File: src/hw/rtl/lfu_cache_lru_tiebreak_top_macros.svh
// Assertion macros shared by the cache RTL.
// Each macro expands to one labeled concurrent assertion on the rising clock edge.
`ifndef LFU_CACHE_LRU_TIEBREAK_TOP_MACROS_SVH
`define LFU_CACHE_LRU_TIEBREAK_TOP_MACROS_SVH

// The consequent must hold in the same cycle as the antecedent.
`define LFU_ASSERT_NOW(lbl, pre, post, msg) \
   lbl: assert property (@(posedge clock) disable iff (reset) (pre) |-> (post)) \
      else $error(msg);

// The consequent must hold in the cycle after the antecedent.
`define LFU_ASSERT_NEXT(lbl, pre, post, msg) \
   lbl: assert property (@(posedge clock) disable iff (reset) (pre) |=> (post)) \
      else $error(msg);

`endif

File: src/hw/rtl/lfu_pkg.sv
// Shared types and constants for the frequency-ordered cache.
// Has no dependencies; every RTL module imports it.
`timescale 1ns / 1ps
package lfu_pkg;

   localparam int DEFAULT_MAX_ENTRIES = 16;
   localparam logic [4:0] CAPACITY_RESET = 5'd16;
   localparam logic CMD_GET = 1'b0;
   localparam logic CMD_PUT = 1'b1;
   localparam logic [31:0] READ_MISS = 32'hFFFF_FFFF;

   typedef struct packed {
      logic               cmd;
      logic signed [31:0] key;
      logic signed [31:0] value;
   } req_type;

   typedef struct packed {
      logic               hit;
      logic signed [31:0] read_value;
      logic               evicted;
      logic signed [31:0] evicted_key;
   } rsp_type;

   typedef struct packed {
      logic load;
      logic scan;
      logic update;
   } ctrl_cmd_type;

   typedef struct packed {
      logic scan_done;
      logic rsp_free;
   } ctrl_status_type;

endpackage

File: src/hw/rtl/lfu_cache_lru_tiebreak_top.sv
// Top level of the frequency-ordered key-value cache.
// Instantiates lfu_ctrl and lfu_dp; types come from lfu_pkg.
//
// Usage: each request on req_ (valid/stall) is a get (cmd 0) or a put (cmd 1)
// with a key and a value. Every request yields exactly one response on rsp_,
// carrying hit, read_value, evicted and evicted_key. The csr_ port writes the
// capacity register; it is always ready and should be written only when the
// cache holds no request in flight.
// Throughput: one request is in process at a time. It is accepted in the
// idle state; the entry scan then reads the key, value and count memories
// one entry per cycle through a registered read, and the update state
// writes the memories and loads the result register. The next request may
// be accepted once the cache is back in the idle state.
// Stalls: the result register holds its response while rsp_stall is high;
// the next request may be accepted and scanned meanwhile, and its update
// waits until the result register is free.
// Reset (synchronous, active high) empties the cache, clears the output and
// sets the capacity to 16; no clearing pass is needed.
`timescale 1ns / 1ps
module lfu_cache_lru_tiebreak_top #(
   parameter int MAX_ENTRIES = lfu_pkg::DEFAULT_MAX_ENTRIES
) (
   input  logic             clock,
   input  logic             reset,
   input  logic             req_valid,
   output logic             req_stall,
   input  lfu_pkg::req_type req_data,
   output logic             rsp_valid,
   input  logic             rsp_stall,
   output lfu_pkg::rsp_type rsp_data,
   input  logic             csr_valid,
   output logic             csr_ready,
   input  logic [4:0]       csr_data
);
   import lfu_pkg::*;

   ctrl_cmd_type    cmd;
   ctrl_status_type status;

   // The capacity register takes a write in any cycle.
   assign csr_ready = 1'b1;

   lfu_ctrl u_ctrl (
      .clock     (clock),
      .reset     (reset),
      .req_valid (req_valid),
      .req_stall (req_stall),
      .status    (status),
      .cmd       (cmd)
   );

   lfu_dp #(
      .MAX_ENTRIES (MAX_ENTRIES)
   ) u_dp (
      .clock     (clock),
      .reset     (reset),
      .cmd       (cmd),
      .status    (status),
      .req_data  (req_data),
      .csr_valid (csr_valid && csr_ready),
      .csr_data  (csr_data),
      .rsp_valid (rsp_valid),
      .rsp_data  (rsp_data),
      .rsp_stall (rsp_stall)
   );

endmodule

File: src/hw/rtl/lfu_ctrl.sv
// Sequencer for the cache: accept a request, scan all entries, then update.
// Depends on lfu_pkg for the command and status structs.
`timescale 1ns / 1ps
module lfu_ctrl (
   input  logic                     clock,
   input  logic                     reset,
   input  logic                     req_valid,
   output logic                     req_stall,
   input  lfu_pkg::ctrl_status_type status,
   output lfu_pkg::ctrl_cmd_type    cmd
);
   import lfu_pkg::*;

   typedef enum logic [2:0] {
      ST_IDLE   = 3'b001,
      ST_SCAN   = 3'b010,
      ST_UPDATE = 3'b100
   } state_type;

   state_type state_ff, state_in;

   assign req_stall = (state_ff != ST_IDLE);

   always_comb begin
      state_in   = state_ff;
      cmd.load   = 1'b0;
      cmd.scan   = 1'b0;
      cmd.update = 1'b0;
      unique case (state_ff)
         ST_IDLE: begin
            if (req_valid) begin
               cmd.load = 1'b1;
               state_in = ST_SCAN;
            end
         end
         ST_SCAN: begin
            cmd.scan = 1'b1;
            if (status.scan_done) begin
               state_in = ST_UPDATE;
            end
         end
         ST_UPDATE: begin
            // State changes and the result leave together once the output is free.
            if (status.rsp_free) begin
               cmd.update = 1'b1;
               state_in   = ST_IDLE;
            end
         end
         default: begin
            state_in = ST_IDLE;
         end
      endcase
   end

   always_ff @(posedge clock) begin
      if (reset) begin
         state_ff <= ST_IDLE;
      end else begin
         state_ff <= state_in;
      end
   end

endmodule

File: src/hw/rtl/lfu_dp.sv
// Datapath of the cache: entry storage, scan trackers, rank cells and output register.
// Depends on lfu_pkg; assertions come from the shared macro header.
`timescale 1ns / 1ps
`include "lfu_cache_lru_tiebreak_top_macros.svh"
module lfu_dp #(
   parameter int MAX_ENTRIES = lfu_pkg::DEFAULT_MAX_ENTRIES
) (
   input  logic                     clock,
   input  logic                     reset,
   input  lfu_pkg::ctrl_cmd_type    cmd,
   output lfu_pkg::ctrl_status_type status,
   input  lfu_pkg::req_type         req_data,
   input  logic                     csr_valid,
   input  logic [4:0]               csr_data,
   output logic                     rsp_valid,
   output lfu_pkg::rsp_type         rsp_data,
   input  logic                     rsp_stall
);
   import lfu_pkg::*;

   localparam int IDX_W = (MAX_ENTRIES > 1) ? $clog2(MAX_ENTRIES) : 1;
   localparam int CNT_W = $clog2(MAX_ENTRIES + 1);
   localparam int CAP_W = (CNT_W > 5) ? CNT_W : 5;

   // Entry storage: keys, values and counts are memories read one entry a cycle.
   logic [31:0] key_mem   [MAX_ENTRIES];
   logic [31:0] value_mem [MAX_ENTRIES];
   logic [31:0] count_mem [MAX_ENTRIES];

   // Valid bits and recency ranks are per-entry cells updated in parallel.
   logic             valid_ff [MAX_ENTRIES];
   logic             valid_in [MAX_ENTRIES];
   logic [IDX_W-1:0] rank_ff  [MAX_ENTRIES];
   logic [IDX_W-1:0] rank_in  [MAX_ENTRIES];

   logic [4:0]       capacity_ff;
   logic [CNT_W-1:0] occupied_ff;
   req_type          req_ff;

   logic [CNT_W-1:0] scan_cnt_ff;
   logic             st_vld_ff;
   logic [IDX_W-1:0] st_idx_ff;
   logic [31:0]      rd_key_ff, rd_value_ff, rd_count_ff;

   logic             hit_ff;
   logic [IDX_W-1:0] slot_ff;
   logic [31:0]      m_value_ff, m_count_ff;
   logic [IDX_W-1:0] m_rank_ff;
   logic             vfound_ff;
   logic [IDX_W-1:0] vidx_ff;
   logic [31:0]      vcount_ff, vkey_ff;
   logic [IDX_W-1:0] vrank_ff;
   logic             free_found_ff;
   logic [IDX_W-1:0] free_idx_ff;

   logic             rsp_valid_ff;
   rsp_type          rsp_ff;

   logic             st_entry_vld;
   logic [IDX_W-1:0] st_rank;
   logic             cap_zero, do_touch, put_hit, miss_put, do_evict, do_insert;
   logic [IDX_W-1:0] ins_idx;
   logic [CAP_W-1:0] cap_eff;
   logic [31:0]      count_sat;
   rsp_type          result;

   assign status.scan_done = (scan_cnt_ff == CNT_W'(MAX_ENTRIES));
   assign status.rsp_free  = !rsp_valid_ff || !rsp_stall;
   assign rsp_valid        = rsp_valid_ff;
   assign rsp_data         = rsp_ff;

   assign st_entry_vld = valid_ff[st_idx_ff];
   assign st_rank      = rank_ff[st_idx_ff];

   // Decisions taken in the update cycle from the scan results.
   always_comb begin
      cap_eff   = (CAP_W'(capacity_ff) > CAP_W'(MAX_ENTRIES)) ?
                  CAP_W'(MAX_ENTRIES) : CAP_W'(capacity_ff);
      cap_zero  = (capacity_ff == 5'd0);
      do_touch  = hit_ff && (req_ff.cmd == CMD_GET || !cap_zero);
      put_hit   = hit_ff && req_ff.cmd == CMD_PUT && !cap_zero;
      miss_put  = !hit_ff && req_ff.cmd == CMD_PUT && !cap_zero;
      do_evict  = miss_put && vfound_ff && (CAP_W'(occupied_ff) >= cap_eff);
      do_insert = miss_put && (free_found_ff || do_evict);
      ins_idx   = (do_evict && (!free_found_ff || vidx_ff < free_idx_ff)) ?
                  vidx_ff : free_idx_ff;
      count_sat = (m_count_ff == 32'hFFFF_FFFF) ? m_count_ff : m_count_ff + 32'd1;

      result.hit         = hit_ff;
      result.read_value  = (req_ff.cmd == CMD_GET) ?
                           (hit_ff ? m_value_ff : READ_MISS) : 32'd0;
      result.evicted     = do_evict;
      result.evicted_key = do_evict ? vkey_ff : 32'd0;
   end

   // Rank and valid cells: touch, evict and insert applied in one step.
   always_comb begin
      for (int j = 0; j < MAX_ENTRIES; j++) begin
         valid_in[j] = valid_ff[j];
         rank_in[j]  = rank_ff[j];
         if (do_touch) begin
            if (IDX_W'(j) == slot_ff) begin
               rank_in[j] = '0;
            end else if (valid_ff[j] && rank_ff[j] < m_rank_ff) begin
               rank_in[j] = rank_ff[j] + IDX_W'(1);
            end
         end
         if (do_evict) begin
            if (IDX_W'(j) == vidx_ff) begin
               valid_in[j] = 1'b0;
            end else if (valid_ff[j] && rank_ff[j] > vrank_ff) begin
               rank_in[j] = rank_ff[j] - IDX_W'(1);
            end
         end
         if (do_insert) begin
            if (IDX_W'(j) == ins_idx) begin
               valid_in[j] = 1'b1;
               rank_in[j]  = '0;
            end else if (valid_in[j]) begin
               rank_in[j] = rank_in[j] + IDX_W'(1);
            end
         end
      end
   end

   always_ff @(posedge clock) begin
      if (reset) begin
         capacity_ff  <= CAPACITY_RESET;
         occupied_ff  <= '0;
         rsp_valid_ff <= 1'b0;
         for (int j = 0; j < MAX_ENTRIES; j++) begin
            valid_ff[j] <= 1'b0;
         end
      end else begin
         if (csr_valid) begin
            capacity_ff <= csr_data;
         end
         if (cmd.update) begin
            rsp_valid_ff <= 1'b1;
            valid_ff     <= valid_in;
            if (do_insert && !do_evict) begin
               occupied_ff <= occupied_ff + CNT_W'(1);
            end
         end else if (!rsp_stall) begin
            rsp_valid_ff <= 1'b0;
         end
      end
   end

   // Request capture, scan pipeline, trackers, and the result and rank loads of an update.
   always_ff @(posedge clock) begin
      if (cmd.load) begin
         req_ff        <= req_data;
         scan_cnt_ff   <= '0;
         st_vld_ff     <= 1'b0;
         hit_ff        <= 1'b0;
         vfound_ff     <= 1'b0;
         free_found_ff <= 1'b0;
      end
      if (cmd.scan) begin
         if (!status.scan_done) begin
            st_idx_ff   <= scan_cnt_ff[IDX_W-1:0];
            st_vld_ff   <= 1'b1;
            scan_cnt_ff <= scan_cnt_ff + CNT_W'(1);
         end else begin
            st_vld_ff <= 1'b0;
         end
         if (st_vld_ff) begin
            if (st_entry_vld) begin
               if (!hit_ff && rd_key_ff == req_ff.key) begin
                  hit_ff     <= 1'b1;
                  slot_ff    <= st_idx_ff;
                  m_value_ff <= rd_value_ff;
                  m_count_ff <= rd_count_ff;
                  m_rank_ff  <= st_rank;
               end
               if (!vfound_ff || rd_count_ff < vcount_ff ||
                   (rd_count_ff == vcount_ff && st_rank > vrank_ff)) begin
                  vfound_ff <= 1'b1;
                  vidx_ff   <= st_idx_ff;
                  vcount_ff <= rd_count_ff;
                  vrank_ff  <= st_rank;
                  vkey_ff   <= rd_key_ff;
               end
            end else if (!free_found_ff) begin
               free_found_ff <= 1'b1;
               free_idx_ff   <= st_idx_ff;
            end
         end
      end
      if (cmd.update) begin
         rsp_ff  <= result;
         rank_ff <= rank_in;
      end
   end

   // Memories: one registered read at the scan address, one write per update.
   always_ff @(posedge clock) begin
      rd_key_ff   <= key_mem[scan_cnt_ff[IDX_W-1:0]];
      rd_value_ff <= value_mem[scan_cnt_ff[IDX_W-1:0]];
      rd_count_ff <= count_mem[scan_cnt_ff[IDX_W-1:0]];
      if (cmd.update) begin
         if (do_insert) begin
            key_mem[ins_idx]   <= req_ff.key;
            value_mem[ins_idx] <= req_ff.value;
            count_mem[ins_idx] <= 32'd1;
         end else if (do_touch) begin
            count_mem[slot_ff] <= count_sat;
            if (put_hit) begin
               value_mem[slot_ff] <= req_ff.value;
            end
         end
      end
   end

   `LFU_ASSERT_NOW(a_occ_bound, 1'b1, occupied_ff <= CNT_W'(MAX_ENTRIES), "occupancy overflow")
   `LFU_ASSERT_NOW(a_evict_inserts, cmd.update && do_evict, do_insert, "evict without insert")
   `LFU_ASSERT_NOW(a_update_free, cmd.update, status.rsp_free, "result overwrote pending")
   `LFU_ASSERT_NOW(a_hit_valid, cmd.update && hit_ff, valid_ff[slot_ff], "hit on invalid slot")

endmodule

File: config.mk
export PLATFORM = sky130hd
export DESIGN_NAME = lfu_cache_lru_tiebreak_top
export DESIGN_NICKNAME = d
export VERILOG_FILES = /design/src/hw/rtl/lfu_pkg.sv /design/src/hw/rtl/lfu_cache_lru_tiebreak_top.sv /design/src/hw/rtl/lfu_ctrl.sv /design/src/hw/rtl/lfu_dp.sv
export VERILOG_INCLUDE_DIRS = /design/src /design/src/hw/rtl
export SDC_FILE = /design/constraint.sdc
export NUM_CORES = 2
export LEC_CHECK = 0
export ABC_AREA = 0
export BUFFER_PORTS_ARGS = -buffer_cell sky130_fd_sc_hd__buf_2
export CAP_MARGIN = 25
export CORE_ASPECT_RATIO = 2
export CORE_MARGIN = 1
export CORE_UTILIZATION = 35
export CTS_CLUSTER_DIAMETER = 200
export DETAILED_ROUTE_END_ITERATION = 6
export SLEW_MARGIN = 0
export SYNTH_ARGS = -nofsm -noshare
export SYNTH_HDL_FRONTEND = slang
export SYNTH_HIERARCHICAL = 1
export SYNTH_SLANG_ARGS = --single-unit
File: constraint.sdc
create_clock -name clock -period 22.1 [get_ports clock]
set_input_delay 4.42 -clock clock [delete_from_list [all_inputs] [get_ports clock]]
set_output_delay 4.42 -clock clock [all_outputs]
set_load 0.01 [all_outputs]
==> results by group <==
Critical path
  • Delay contributed by the slowest stage of the critical path: 0.82 ns
  • Reg-to-Reg Start: u_dp/st_idx_ff[0]
  • Worst setup path category: input pin to register
  • Worst-case reg-to-reg path depth: 12
  • Buffering stage count on the worst path with inverters included: 5
  • Type of destination of the critical path: register
  • Crit-path cells: buf_2 -> nand2_1 -> nor3b_2 -> buf_4 -> nand2_2 -> buf_4 -> a21oi_1 -> buf_4 -> nor4_2 -> buf_4
  • Worst EP required: 22.57 ns
  • Critical path data arrival time: 7.68 ns
  • Worst flop-to-flop path endpoint: u_dp/vkey_ff[18]
  • Dominant delay contributor by cell family on the critical path: buffers and inverters
  • Worst reg2reg setup slack: 16.56 ns
  • Cell type of the slowest stage on the worst timing path: sky130_fd_sc_hd__nor4_2
  • Sort of element at the start of the critical path: input pin
  • Highest net fanout along the worst path: 44
  • Worst path most repeated cell: sky130_fd_sc_hd__buf_4

Cells and area
  • Fill cells: 21,000
  • Post-layout nets: 4,923
  • Multi-input gate area: 22,400 µm²
  • Total area of sequential cells: 59,300 µm²
  • Relative area change from synthesis to final layout: 13.1%
  • Non-filler cells, final: 7,828
  • Layout cell share with drive strength beyond 1: 23.5%

Logic synthesis
  • Number of warnings reported in the yosys synthesis log: 6
  • Post-synthesis async set-or-reset flop share: 0%
  • Part of the Yosys area used for sequential elements: 71.6%
  • #FFs+latches synth: 2,018
  • Synthesized area: 82,800 µm²
  • Per-instance average area after synthesis: 18.8 µm²
  • Count of distinct cell types in the synthesized netlist: 84
  • Net count of the mapped netlist: 4,678
  • Leading register cell type out of synthesis: sky130_fd_sc_hd__edfxtp_1
  • Number of synthesized flops with an enable pin: 1,884
  • Synthesized instance count: 4,395

Power and ir drop
  • Maximum resistive drop on vdd: 69.3 µV
  • Pwr dens: 82.4 nW/µm²
  • Leakage power of the design: 29.3 nW

Clocking
  • Clock tree from TritonCTS: built
  • CTS Root Buffer Type: sky130_fd_sc_hd__clkbuf_16
  • Register clock-pin slew on the reported worst setup and hold paths: 0.07 ns
  • Skew-Pair Late Insertion Delay: 0.85 ns
  • Number of clock sinks: 2,018
  • CTS max path bufs: 4
  • Number of buffers added by the clock tree synthesis step: 179
  • Hold Buf Count CTS: 0
  • Postcts setup bufs: 0
  • H-tree Lvls: 4
  • CTS-repair resized insts: 0

Worst hold path
  • Hold Path End: u_dp/m_value_ff[6]
  • Count of cells along the worst hold path: 0
  • Path category of the worst min-delay check: register to register
  • Launch point of the worst hold path: u_dp/rd_value_ff[6]

Placement
  • Placer's final routability congestion estimate: 0.874
  • Detail Placement HPWL: 132,000 µm
  • Total instance count after detailed placement: 7,494
  • # port buffers: 142

STA
  • Final max-slew violation count: 0
  • Final Skew: 0.0869 ns
  • Final hold violation count: 0
  • Final setup violating endpoints: 0
  • Final worst-path cycle share: 32.6%
  • Highest clock rate: 139 MHz
  • Unrepaired setup endpoints after global routing: no
  • Time the worst path needs with I/O delays and setup: 7.21 ns
  • Slew at the pin with the worst max-slew slack: 1.06 ns
  • Aggregate negative setup slack: 0 ns
  • Worst slew margin relative to its limit: 29.2%
  • Hold slack final: 0.384 ns

GRT
  • Via count of the first global-routing pass: 45,200
  • Wire length of the first global-routing pass: 307,000 µm
  • Pin count of the biggest net entering global routing: 120
  • Grt ovf: 0
  • Highest-utilization routing layer at the global route stage: met2
  • GR Layer Usage met2: 32.8%
  • Global routing usage summed across all routing layers: 17.6%
  • Number of antenna violations at the first check in global routing: 11
  • Met3 track utilization from global routing: 2.00%
  • Met1 layer usage reported by global route: 19.9%

Die
  • Std-Cell Core Area: 235,000 µm²
  • Die outline width: 346 µm
  • Area of the die: 239,000 µm²
  • Height of the die: 690 µm
  • Num rows: 252
  • Effective utilization at floorplan: 35.2%
  • Number of primary I/O pins: 144

Drt
  • Routed via count: 42,600
  • Detail Route Antenna Nets: 0
  • Total wire length after detailed routing: 210,000 µm
  • Average via count per standard cell: 5.44
  • Initial drt markers: 3,361
  • Final routed DRC violation total: 1
  • DR WL/cell: 26.9 µm
  • Count of TritonRoute iterations in the first routing pass: 7

Flow run
  • Maximum Capacitance Violations: 0

Status
  • Result of the run: finished with violations
  • Failing checks: DRC
-- worst max-delay path by stage --
stage                   start                endpoint  slack (ns)  cells past startpoint
floorplan           rsp_stall   u_dp/count_mem[10][0]        3.20                      7
global placement    rsp_stall  u_dp/count_mem[11][12]       13.78                     11
detailed placement  rsp_stall   u_dp/count_mem[11][6]       13.61                     11
CTS                 rsp_stall   u_dp/count_mem[11][5]       14.52                     11
global route        rsp_stall   u_dp/count_mem[11][5]       14.78                     11
finish              rsp_stall    u_dp/count_mem[8][5]       14.89                     10
-- synth_stat cells, drive strengths merged, types with 36 or more instances --
cell,count,area share (%)
o211ai,55,0.53
inv,159,0.72
xor2,60,0.63
o21ai,66,0.40
a21oi,119,0.72
nand4,55,0.42
a211oi,36,0.34
nand3,62,0.38
mux2i,42,0.51
and3,74,0.57
nor3,58,0.35
edfxtp,1884,68
nor2,170,0.78
nand2,119,0.54
buf,67,0.40
mux4,505,14
dfxtp,134,3.2
ha,208,3.1
nor2b,55,0.42
clkbuf,123,0.56
nand2b,43,0.32
-- layout by cell type (no fill, tap or decap), types with 94 or more instances in the layout --
master	netlist	final
sky130_fd_sc_hd__buf_2	18	145
sky130_fd_sc_hd__nand2_1	119	118
sky130_fd_sc_hd__mux4_2	505	505
sky130_fd_sc_hd__clkbuf_16	0	181
sky130_fd_sc_hd__buf_4	2	94
sky130_fd_sc_hd__dfxtp_1	134	130
sky130_fd_sc_hd__ha_1	208	208
sky130_fd_sc_hd__inv_1	158	142
sky130_fd_sc_hd__edfxtp_1	1884	1884
sky130_fd_sc_hd__nor2_1	168	155
sky130_fd_sc_hd__a21oi_1	118	118
-- where the power goes --
part	switching [W]	internal, W	leakage [nW]
sequential	0.0000687	0.00420	17.2
combinational	0.000133	0.000142	9.24
clock	0.00140	0.00178	2.87
-- state kept, by name, summed over array words and instances, names as in the netlist, 64 cells and up --
signal	count
u_dp/req_ff	65
u_dp/rsp_data	66
u_dp/rank_ff	64
u_dp/value_mem	512
u_dp/key_mem	512
u_dp/count_mem	512
-- routing by layer --
metal	up-vias	routed length, µm
met4	0	9980
li1	18400	-
met3	449	9550
met2	1359	114000
met5	-	0
met1	22400	77000
-- metrics by stage --
step | power [W] | setup slack, ns | area, µm² | util, %
2_1_floorplan | 0.00452 | 3.20 | 82800 | -
3_3_place_gp | 0.00463 | 13.78 | 87500 | 37.2
3_5_place_dp | 0.00463 | 13.61 | 87600 | 37.2
4_1_cts | 0.00780 | 14.52 | 93400 | 39.7
5_1_grt | 0.00793 | 14.78 | 93700 | 39.8
6_report | 0.00772 | 14.89 | 93700 | 39.8
-- cells by family after synthesis --
group | count (synthesis) | synth area share, %
flip-flops | 2018 | 71.6
multiplexers | 549 | 14.3
other | 1 | 0.00453
XOR/XNOR | 88 | 0.931
AO/OA/AOI/OAI | 441 | 3.69
AND/OR/NAND/NOR | 741 | 4.70
buffers and inverters | 349 | 1.68
adder cells (fa/ha/maj) | 208 | 3.14
-- cell type report --
cell class / instances / area share, %
clock inverter: 99 / 1.12
multi-input combinational: 2028 / 23.9
tap: 3048 / 4.07
clock buffer: 220 / 5.14
timing repair buffer: 254 / 1.84
inverter: 159 / 0.645
antenna: 2 / 0.00534
sequential: 2018 / 63.3
(Power assumes the default switching activity.)
